File: config.mk
export PLATFORM = sky130hd
export DESIGN_NAME = sugfs_ctrl
export DESIGN_NICKNAME = d
export VERILOG_FILES = /design/src/hdl/sugfs_pkg.sv /design/src/hdl/sugfs_ctrl.sv
export SDC_FILE = /design/constraint.sdc
export NUM_CORES = 1
export LEC_CHECK = 0
export ABC_AREA = 1
export BUFFER_PORTS_ARGS = -buffer_cell sky130_fd_sc_hd__buf_4
export CAP_MARGIN = 40
export CORE_MARGIN = 3
export CORE_UTILIZATION = 30
export DETAILED_ROUTE_END_ITERATION = 12
export GPL_TIMING_DRIVEN = 0
export PLACE_DENSITY = 0.46
export SYNTH_ARGS = -nofsm -noshare
export SYNTH_HDL_FRONTEND = slang
export SYNTH_SLANG_ARGS = --single-unit
export TNS_END_PERCENT = 20
File: constraint.sdc
create_clock -name clk -period 6.65 [get_ports clk]
set_clock_uncertainty 0.05 [all_clocks]
set_input_delay 0.665 -clock clk [delete_from_list [all_inputs] [get_ports clk]]
set_output_delay 0.665 -clock clk [all_outputs]
set_load 0.03 [all_outputs]
File: src/hdl/sugfs_pkg.sv
// Shared types, constants and helper functions for the stereo upmix unit.
// No dependencies; every other file of the block imports this package.
package sugfs_pkg;

    localparam int NUM_CH     = 5;
    localparam int CH_W       = 3;
    localparam int SAMPLE_W   = 24;
    localparam int GAIN_W     = 24;
    localparam int CFG_IDX_W  = 3;
    localparam int CFG_DATA_W = 48;
    localparam int PROD_W     = 48;
    localparam int ACC_W      = 56;

    localparam logic [CFG_DATA_W-1:0] GAIN_RESET = 48'd55763591770321;

    // Register map of the configuration port.
    typedef enum logic [CFG_IDX_W-1:0] {
        REG_LPF_ENABLE  = 3'd0,
        REG_FL_GAINS    = 3'd1,
        REG_FR_GAINS    = 3'd2,
        REG_SL_GAINS    = 3'd3,
        REG_SR_GAINS    = 3'd4,
        REG_C_GAINS     = 3'd5
    } reg_idx_t;

    // Channel numbering, also the order in which channels are processed.
    localparam logic [CH_W-1:0] CH_FL   = 3'd0;
    localparam logic [CH_W-1:0] CH_FR   = 3'd1;
    localparam logic [CH_W-1:0] CH_SL   = 3'd2;
    localparam logic [CH_W-1:0] CH_SR   = 3'd3;
    localparam logic [CH_W-1:0] CH_C    = 3'd4;
    localparam logic [CH_W-1:0] CH_LAST = CH_C;

    // Operand source of one multiply-accumulate request.
    typedef enum logic [1:0] {
        SRC_MIX_L,
        SRC_MIX_R,
        SRC_TAP
    } src_t;

    typedef enum logic [3:0] {
        ST_CLEAR,
        ST_IDLE,
        ST_MIX_L,
        ST_MIX_R,
        ST_MIX_DRAIN,
        ST_MIX_LATCH,
        ST_FIR_ISSUE,
        ST_FIR_DRAIN,
        ST_FIR_LATCH,
        ST_DONE
    } state_t;

    // Commands from the controller to the datapath, valid for one cycle.
    typedef struct packed {
        logic            in_load;
        logic            clr_wr;
        logic            op_valid;
        src_t            op_src;
        logic            op_first;
        logic            mix_latch;
        logic            fir_latch;
        logic            out_load;
        logic [CH_W-1:0] ch;
    } cmd_t;

    // Saturation limit, 0.999 in Q1.23.
    localparam int SAT_LIMIT = 8380219;
    localparam logic signed [SAMPLE_W-1:0] SAT_HI      = 24'sd8380219;
    localparam logic signed [SAMPLE_W-1:0] SAT_LO      = -24'sd8380219;
    localparam logic signed [ACC_W-1:0]    SAT_HI_WIDE = 56'sd8380219;
    localparam logic signed [ACC_W-1:0]    SAT_LO_WIDE = -56'sd8380219;

    // Round half up before the arithmetic shift.
    localparam logic signed [ACC_W-1:0] MIX_RND   = 56'sd1048576;
    localparam int                      MIX_SHIFT = 21;
    localparam logic signed [ACC_W-1:0] FIR_RND   = 56'sd4194304;
    localparam int                      FIR_SHIFT = 23;

    // Symmetric low-pass coefficients in Q1.23.
    localparam int COEF_TABLE_LEN = 31;
    localparam int COEF_IDX_W     = 5;
    localparam logic signed [SAMPLE_W-1:0] LP_COEF [COEF_TABLE_LEN] = '{
        -24'sd2714,    24'sd5150,    -24'sd8252,   24'sd11408,   -24'sd13179,
        24'sd10860,    -24'sd22,     -24'sd25835,  24'sd75265,   -24'sd158123,
        24'sd283572,   -24'sd456275, 24'sd670256,  -24'sd900217, 24'sd1090801,
        24'sd7223215,
        24'sd1090801,  -24'sd900217, 24'sd670256,  -24'sd456275, 24'sd283572,
        -24'sd158123,  24'sd75265,   -24'sd25835,  -24'sd22,     24'sd10860,
        -24'sd13179,   24'sd11408,   -24'sd8252,   24'sd5150,    -24'sd2714
    };

    // Taps beyond the table take a zero coefficient.
    function automatic logic signed [SAMPLE_W-1:0] coef_at(input int unsigned idx);
        logic signed [SAMPLE_W-1:0] c;
        c = '0;
        if (idx < COEF_TABLE_LEN)
        begin
            c = LP_COEF[idx[COEF_IDX_W-1:0]];
        end
        return c;
    endfunction

    function automatic logic signed [SAMPLE_W-1:0] sat_q23(input logic signed [ACC_W-1:0] v);
        logic signed [SAMPLE_W-1:0] r;
        if (v > SAT_HI_WIDE)
        begin
            r = SAT_HI;
        end
        else if (v < SAT_LO_WIDE)
        begin
            r = SAT_LO;
        end
        else
        begin
            r = v[SAMPLE_W-1:0];
        end
        return r;
    endfunction

endpackage

File: src/hdl/sugfs_ctrl.sv
// Controller of the stereo upmix unit: sequences the clearing pass, the mix
// and filter passes of each channel and the output register. Uses sugfs_pkg.
module sugfs_ctrl
    import sugfs_pkg::*;
#(
    parameter int TAP_COUNT = 31,
    localparam int PW       = (TAP_COUNT > 1) ? $clog2(TAP_COUNT) : 1,
    localparam int DEPTH    = NUM_CH * TAP_COUNT,
    localparam int ADDR_W   = $clog2(DEPTH)
)
(
    input  logic              clk,
    input  logic              rst_n,
    input  logic              in_valid,
    output logic              in_ready,
    output logic              out_valid,
    input  logic              out_ready,
    input  logic              lpf_enable,
    output cmd_t              cmd,
    output logic [ADDR_W-1:0] mem_addr,
    output logic [PW-1:0]     coef_idx
);

    localparam logic [PW-1:0]     LAST_POS  = PW'(TAP_COUNT - 1);
    localparam logic [ADDR_W-1:0] LAST_ADDR = ADDR_W'(DEPTH - 1);
    localparam logic [ADDR_W-1:0] TAP_STEP  = ADDR_W'(TAP_COUNT);

    state_t            state_reg, state_next;
    logic [CH_W-1:0]   ch_reg, ch_next;
    logic [ADDR_W-1:0] base_reg, base_next;
    logic [ADDR_W-1:0] clr_addr_reg, clr_addr_next;
    logic [PW-1:0]     pos_reg, pos_next;
    logic [PW-1:0]     tap_ptr_reg, tap_ptr_next;
    logic [PW-1:0]     tap_idx_reg, tap_idx_next;
    logic              drain_reg, drain_next;
    logic              out_valid_reg, out_valid_next;
    logic              slot_free;
    logic              last_ch;

    function automatic logic [PW-1:0] inc_wrap(input logic [PW-1:0] p);
        logic [PW-1:0] r;
        if (p == LAST_POS)
        begin
            r = '0;
        end
        else
        begin
            r = PW'(p + 1'b1);
        end
        return r;
    endfunction

    always_ff @(posedge clk or negedge rst_n)
    begin
        if (!rst_n)
        begin
            state_reg     <= ST_CLEAR;
            ch_reg        <= '0;
            base_reg      <= '0;
            clr_addr_reg  <= '0;
            pos_reg       <= '0;
            tap_ptr_reg   <= '0;
            tap_idx_reg   <= '0;
            drain_reg     <= 1'b0;
            out_valid_reg <= 1'b0;
        end
        else
        begin
            state_reg     <= state_next;
            ch_reg        <= ch_next;
            base_reg      <= base_next;
            clr_addr_reg  <= clr_addr_next;
            pos_reg       <= pos_next;
            tap_ptr_reg   <= tap_ptr_next;
            tap_idx_reg   <= tap_idx_next;
            drain_reg     <= drain_next;
            out_valid_reg <= out_valid_next;
        end
    end

    assign slot_free = !out_valid_reg || out_ready;
    assign last_ch   = (ch_reg == CH_LAST);
    assign out_valid = out_valid_reg;

    always_comb
    begin
        state_next     = state_reg;
        ch_next        = ch_reg;
        base_next      = base_reg;
        clr_addr_next  = clr_addr_reg;
        pos_next       = pos_reg;
        tap_ptr_next   = tap_ptr_reg;
        tap_idx_next   = tap_idx_reg;
        drain_next     = drain_reg;
        out_valid_next = out_valid_reg && !out_ready;
        in_ready       = 1'b0;
        cmd            = '0;
        cmd.op_src     = SRC_MIX_L;
        cmd.ch         = ch_reg;
        mem_addr       = ADDR_W'(base_reg + ADDR_W'(pos_reg));
        coef_idx       = tap_idx_reg;

        case (state_reg)
            ST_CLEAR:
            begin
                cmd.clr_wr = 1'b1;
                mem_addr   = clr_addr_reg;
                if (clr_addr_reg == LAST_ADDR)
                begin
                    state_next = ST_IDLE;
                end
                else
                begin
                    clr_addr_next = ADDR_W'(clr_addr_reg + 1'b1);
                end
            end

            ST_IDLE:
            begin
                in_ready = 1'b1;
                if (in_valid)
                begin
                    cmd.in_load = 1'b1;
                    ch_next     = CH_FL;
                    base_next   = '0;
                    state_next  = ST_MIX_L;
                end
            end

            ST_MIX_L:
            begin
                cmd.op_valid = 1'b1;
                cmd.op_src   = SRC_MIX_L;
                cmd.op_first = 1'b1;
                state_next   = ST_MIX_R;
            end

            ST_MIX_R:
            begin
                cmd.op_valid = 1'b1;
                cmd.op_src   = SRC_MIX_R;
                drain_next   = 1'b0;
                state_next   = ST_MIX_DRAIN;
            end

            ST_MIX_DRAIN:
            begin
                if (drain_reg)
                begin
                    state_next = ST_MIX_LATCH;
                end
                else
                begin
                    drain_next = 1'b1;
                end
            end

            ST_MIX_LATCH:
            begin
                cmd.mix_latch = 1'b1;
                if (lpf_enable)
                begin
                    tap_ptr_next = inc_wrap(pos_reg);
                    tap_idx_next = LAST_POS;
                    state_next   = ST_FIR_ISSUE;
                end
                else if (last_ch)
                begin
                    state_next = ST_DONE;
                end
                else
                begin
                    ch_next    = CH_W'(ch_reg + 1'b1);
                    base_next  = ADDR_W'(base_reg + TAP_STEP);
                    state_next = ST_MIX_L;
                end
            end

            ST_FIR_ISSUE:
            begin
                cmd.op_valid = 1'b1;
                cmd.op_src   = SRC_TAP;
                cmd.op_first = (tap_idx_reg == LAST_POS);
                mem_addr     = ADDR_W'(base_reg + ADDR_W'(tap_ptr_reg));
                tap_ptr_next = inc_wrap(tap_ptr_reg);
                if (tap_idx_reg == '0)
                begin
                    drain_next = 1'b0;
                    state_next = ST_FIR_DRAIN;
                end
                else
                begin
                    tap_idx_next = PW'(tap_idx_reg - 1'b1);
                end
            end

            ST_FIR_DRAIN:
            begin
                if (drain_reg)
                begin
                    state_next = ST_FIR_LATCH;
                end
                else
                begin
                    drain_next = 1'b1;
                end
            end

            ST_FIR_LATCH:
            begin
                cmd.fir_latch = 1'b1;
                if (last_ch)
                begin
                    state_next = ST_DONE;
                end
                else
                begin
                    ch_next    = CH_W'(ch_reg + 1'b1);
                    base_next  = ADDR_W'(base_reg + TAP_STEP);
                    state_next = ST_MIX_L;
                end
            end

            ST_DONE:
            begin
                if (slot_free)
                begin
                    cmd.out_load   = 1'b1;
                    out_valid_next = 1'b1;
                    if (lpf_enable)
                    begin
                        pos_next = inc_wrap(pos_reg);
                    end
                    state_next = ST_IDLE;
                end
            end

            default:
            begin
                state_next = ST_IDLE;
            end
        endcase
    end

endmodule

==> results.tsv <==
stage	metric	value	unit
power	Pleak	0.00179	µW
logic_synthesis	sequential area share after synthesis	33.8	%
global_route	initial antenna violation count	0	
sta	fin crit share	56.7	%
critical_path	Reg2Reg Depth	7	
power	PwrDens	504	nW/µm²
global_route	vias in the first global route	2708	
finish	number of antenna diodes	0	
clock_tree	clk slew on worst S/H paths	0.10	ns
clock_tree	Clk Latency, worst-skew pair	0.30	ns
logic_synthesis	post-synthesis async set-or-reset flop share	100	%
critical_path	Worst EP required	5.93	ns
clock_tree	clock sink total	40	
logic_synthesis	Seq cells post-synth	40	
sta	Tmin final	3.77	ns
finish	Net count, final	494	
logic_synthesis	Synth Net Count	456	
floorplanning	IO Pins	32	
detailed_routing	WL final	7330	µm
sta	RSZ-0062 raised after global routing	no	
critical_path	cell mode on critical path	nand2_1	
placed_design	GP Congestion	0.891	
sta	Max-slew headroom	63.6	%
detailed_routing	via count	2715	
finish	Filler cells	1051	
floorplanning	chip height	105	µm
critical_path	crit path cell chain	inv_1, nor2_2, nand2_1, buf_2, o21ai_0, inv_1, ha_1, fa_1, nand3_1, nand3_1, nand2_1, nand2_1, o22ai_1, buf_4	
floorplanning	starting density of the core	31.4	%
global_route	GRT overflow	0	
critical_path	CP Depth	14	
detailed_routing	Wirelength per Cell	12.2	µm
critical_path	Max stage delay on crit path	0.47	ns
logic_synthesis	top cell type's share of synthesized area	33.8	%
finish	final non-filler cell total	601	
critical_path	critical path's slowest cell	dfrtp_1	
detailed_routing	DRT Pass-1 Iters	4	
floorplanning	core area	9420	µm²
detailed_routing	number of remaining DRC errors	0	
floorplanning	chip width	105	µm
logic_synthesis	Distinct cells, synth	31	
critical_path	WP buf/inv	4	
clock_tree	TritonCTS clock tree	built	
finish	final core occ	36.6	%
logic_synthesis	Post-Syn Area	2960	µm²
finish	area delta synth->final	16.5	%
critical_path	crit end category	output pin	
detailed_routing	DR vias/cell	4.52	
logic_synthesis	top cells by count, synth	nand2_1 (145), inv_1 (56), dfrtp_1 (40), nor2_1 (39), o21ai_0 (36)	
floorplanning	std cell rows	35	
critical_path	CP startpoint kind	register	
clock_tree	CTS resizes	0	
logic_synthesis	Avg Cell Area, Syn	6.83	µm²
critical_path	reg2reg setup slack	4.92	ns
placed_design	post-DP HPWL	5590	µm
clock_tree	H-tree depth	2	
global_route	Tot GR Track Use	14.0	%
logic_synthesis	Synth area leaders	dfrtp_1 (34%), nand2_1 (18%), ha_1 (7.2%)	
detailed_routing	final antenna-violating net count	0	
sta	Setup-failing EPs final	0	
critical_path	arrival time worst endpoint	3.05	ns
outcome	status	finished, final reports clean	
run	max cap viols	0	
global_route	largest net degree at the start of global routing	41	
logic_synthesis	most frequent cell after synthesis	nand2_1	
critical_path	Max FO, Critical Path	10	
placed_design	placed insts	593	
power	Max VDD drop	0.000226	V
floorplanning	Die ar.	11100	µm²
sta	setup tns final	0	ns
critical_path	CP Class	register to output pin	
global_route	first-pass GRT wire length	12800	µm
sta	final hold violation count	0	
sta	Max Freq	265	MHz
logic_synthesis	Synth Flop Type	dfrtp_1	
sta	max-slew violations	0	
finish	share of layout cells above drive strength 1	13.8	%
placed_design	PortBufs	31	
clock_tree	Root Buffer	clkbuf_8	
clock_tree	Inserted Clock Buffers	5	
sta	measured slew at the worst slew-check pin	0.546	ns
clock_tree	Max clock buf depth	2	
clock_tree	Setup Fix Bufs, Post-CTS	0	
logic_synthesis	EDFF count, synth	0	
logic_synthesis	Synth warnings	0	
detailed_routing	1st-iter DRT viols	103	
sta	Min Hold Slack	0.290	ns
clock_tree	cts hold-fix bufs	0	
logic_synthesis	dominant cell type by area after synthesis	dfrtp_1	
logic_synthesis	Post-Synthesis Cells	433	
critical_path	CP top delay family	simple AND/OR/NAND/NOR gates	
min_path	HP Class	input port to async pin	
[cell families after synthesis]
logic type | after synthesis | share of synthesized area [%]
compound gates | 50 | 8.93
xor+xnor | 14 | 4.15
fa+ha+maj | 18 | 7.87
buf+inv | 67 | 9.35
flops | 40 | 33.8
simple gates | 244 | 35.9
[per-stage QoR]
stage	total power [µW]	setup slack [ns]	instance area, µm²
final	1740	2.88	3450
after global routing	1920	2.59	3450
after CTS	1760	2.85	3450
after detailed placement	1570	3.20	3350
after global placement	1570	3.21	3350
after floorplan	1230	3.37	2960
[power by group]
group          leakage [µW]  switching (µW)  internal [µW]
sequential         0.000506             105            331
clock             0.0000445            96.1           84.6
combinational       0.00124             721            399
[layer usage]
metal	part of all wire [%]	wire length [µm]	track usage, %	vias to the layer above
met5	0	0	0	-
met4	0.98	72	3.09	0
met3	3.5	258	2.33	7
met2	46	3340	23.5	45
met1	50	3660	19.0	1227
li1	-	-	-	1436
[cells in the final DEF, fill, tap and decap left out, types with 4 or more instances in the layout]
| cell type | n |
|---|---|
| nor2_1 | 39 |
| nand3_1 | 32 |
| nand2_1 | 145 |
| ha_1 | 17 |
| dfrtp_1 | 40 |
| inv_1 | 56 |
| clkbuf_8 | 6 |
| buf_4 | 31 |
| xor2_1 | 9 |
| nor2_4 | 4 |
| nand2_2 | 5 |
| a21oi_1 | 6 |
| xnor2_1 | 5 |
| nor2_2 | 4 |
| inv_2 | 5 |
| nor3_1 | 4 |
| nand4_1 | 5 |
| o21ai_0 | 36 |
[final timing paths]
check                           startpoint         endpoint
hold reg to reg            clr_addr_reg[5]  clr_addr_reg[5]
max in group asynchronous            rst_n       pos_reg[4]
setup / recovery              state_reg[2]      mem_addr[4]
min in group clk           clr_addr_reg[5]  clr_addr_reg[5]
hold / removal                       rst_n     state_reg[0]
setup reg to reg              state_reg[3]  clr_addr_reg[3]
[worst reg2reg max path, stage by stage, from the launching register on]
cell and delay (ns):
dfrtp_1 0.46, nor2_4 0.16, inv_1 0.12, nor2_4 0.25, inv_2 0.09, nor2_1 0.25
nand2_1 0.11, xnor2_1 0.14
[area by class of cell]
cell class | count | area [µm²] | area share, %
multi-input combinational | 326 | 1680 | 48.8
sequential | 40 | 1000 | 29.0
timing repair buffer | 31 | 233 | 6.75
inverter | 61 | 229 | 6.64
tap | 129 | 161 | 4.68
clock buffer | 7 | 86.3 | 2.51
buffer | 6 | 47.5 | 1.38
clock inverter | 1 | 7.51 | 0.218
(Power assumes the default switching activity.)
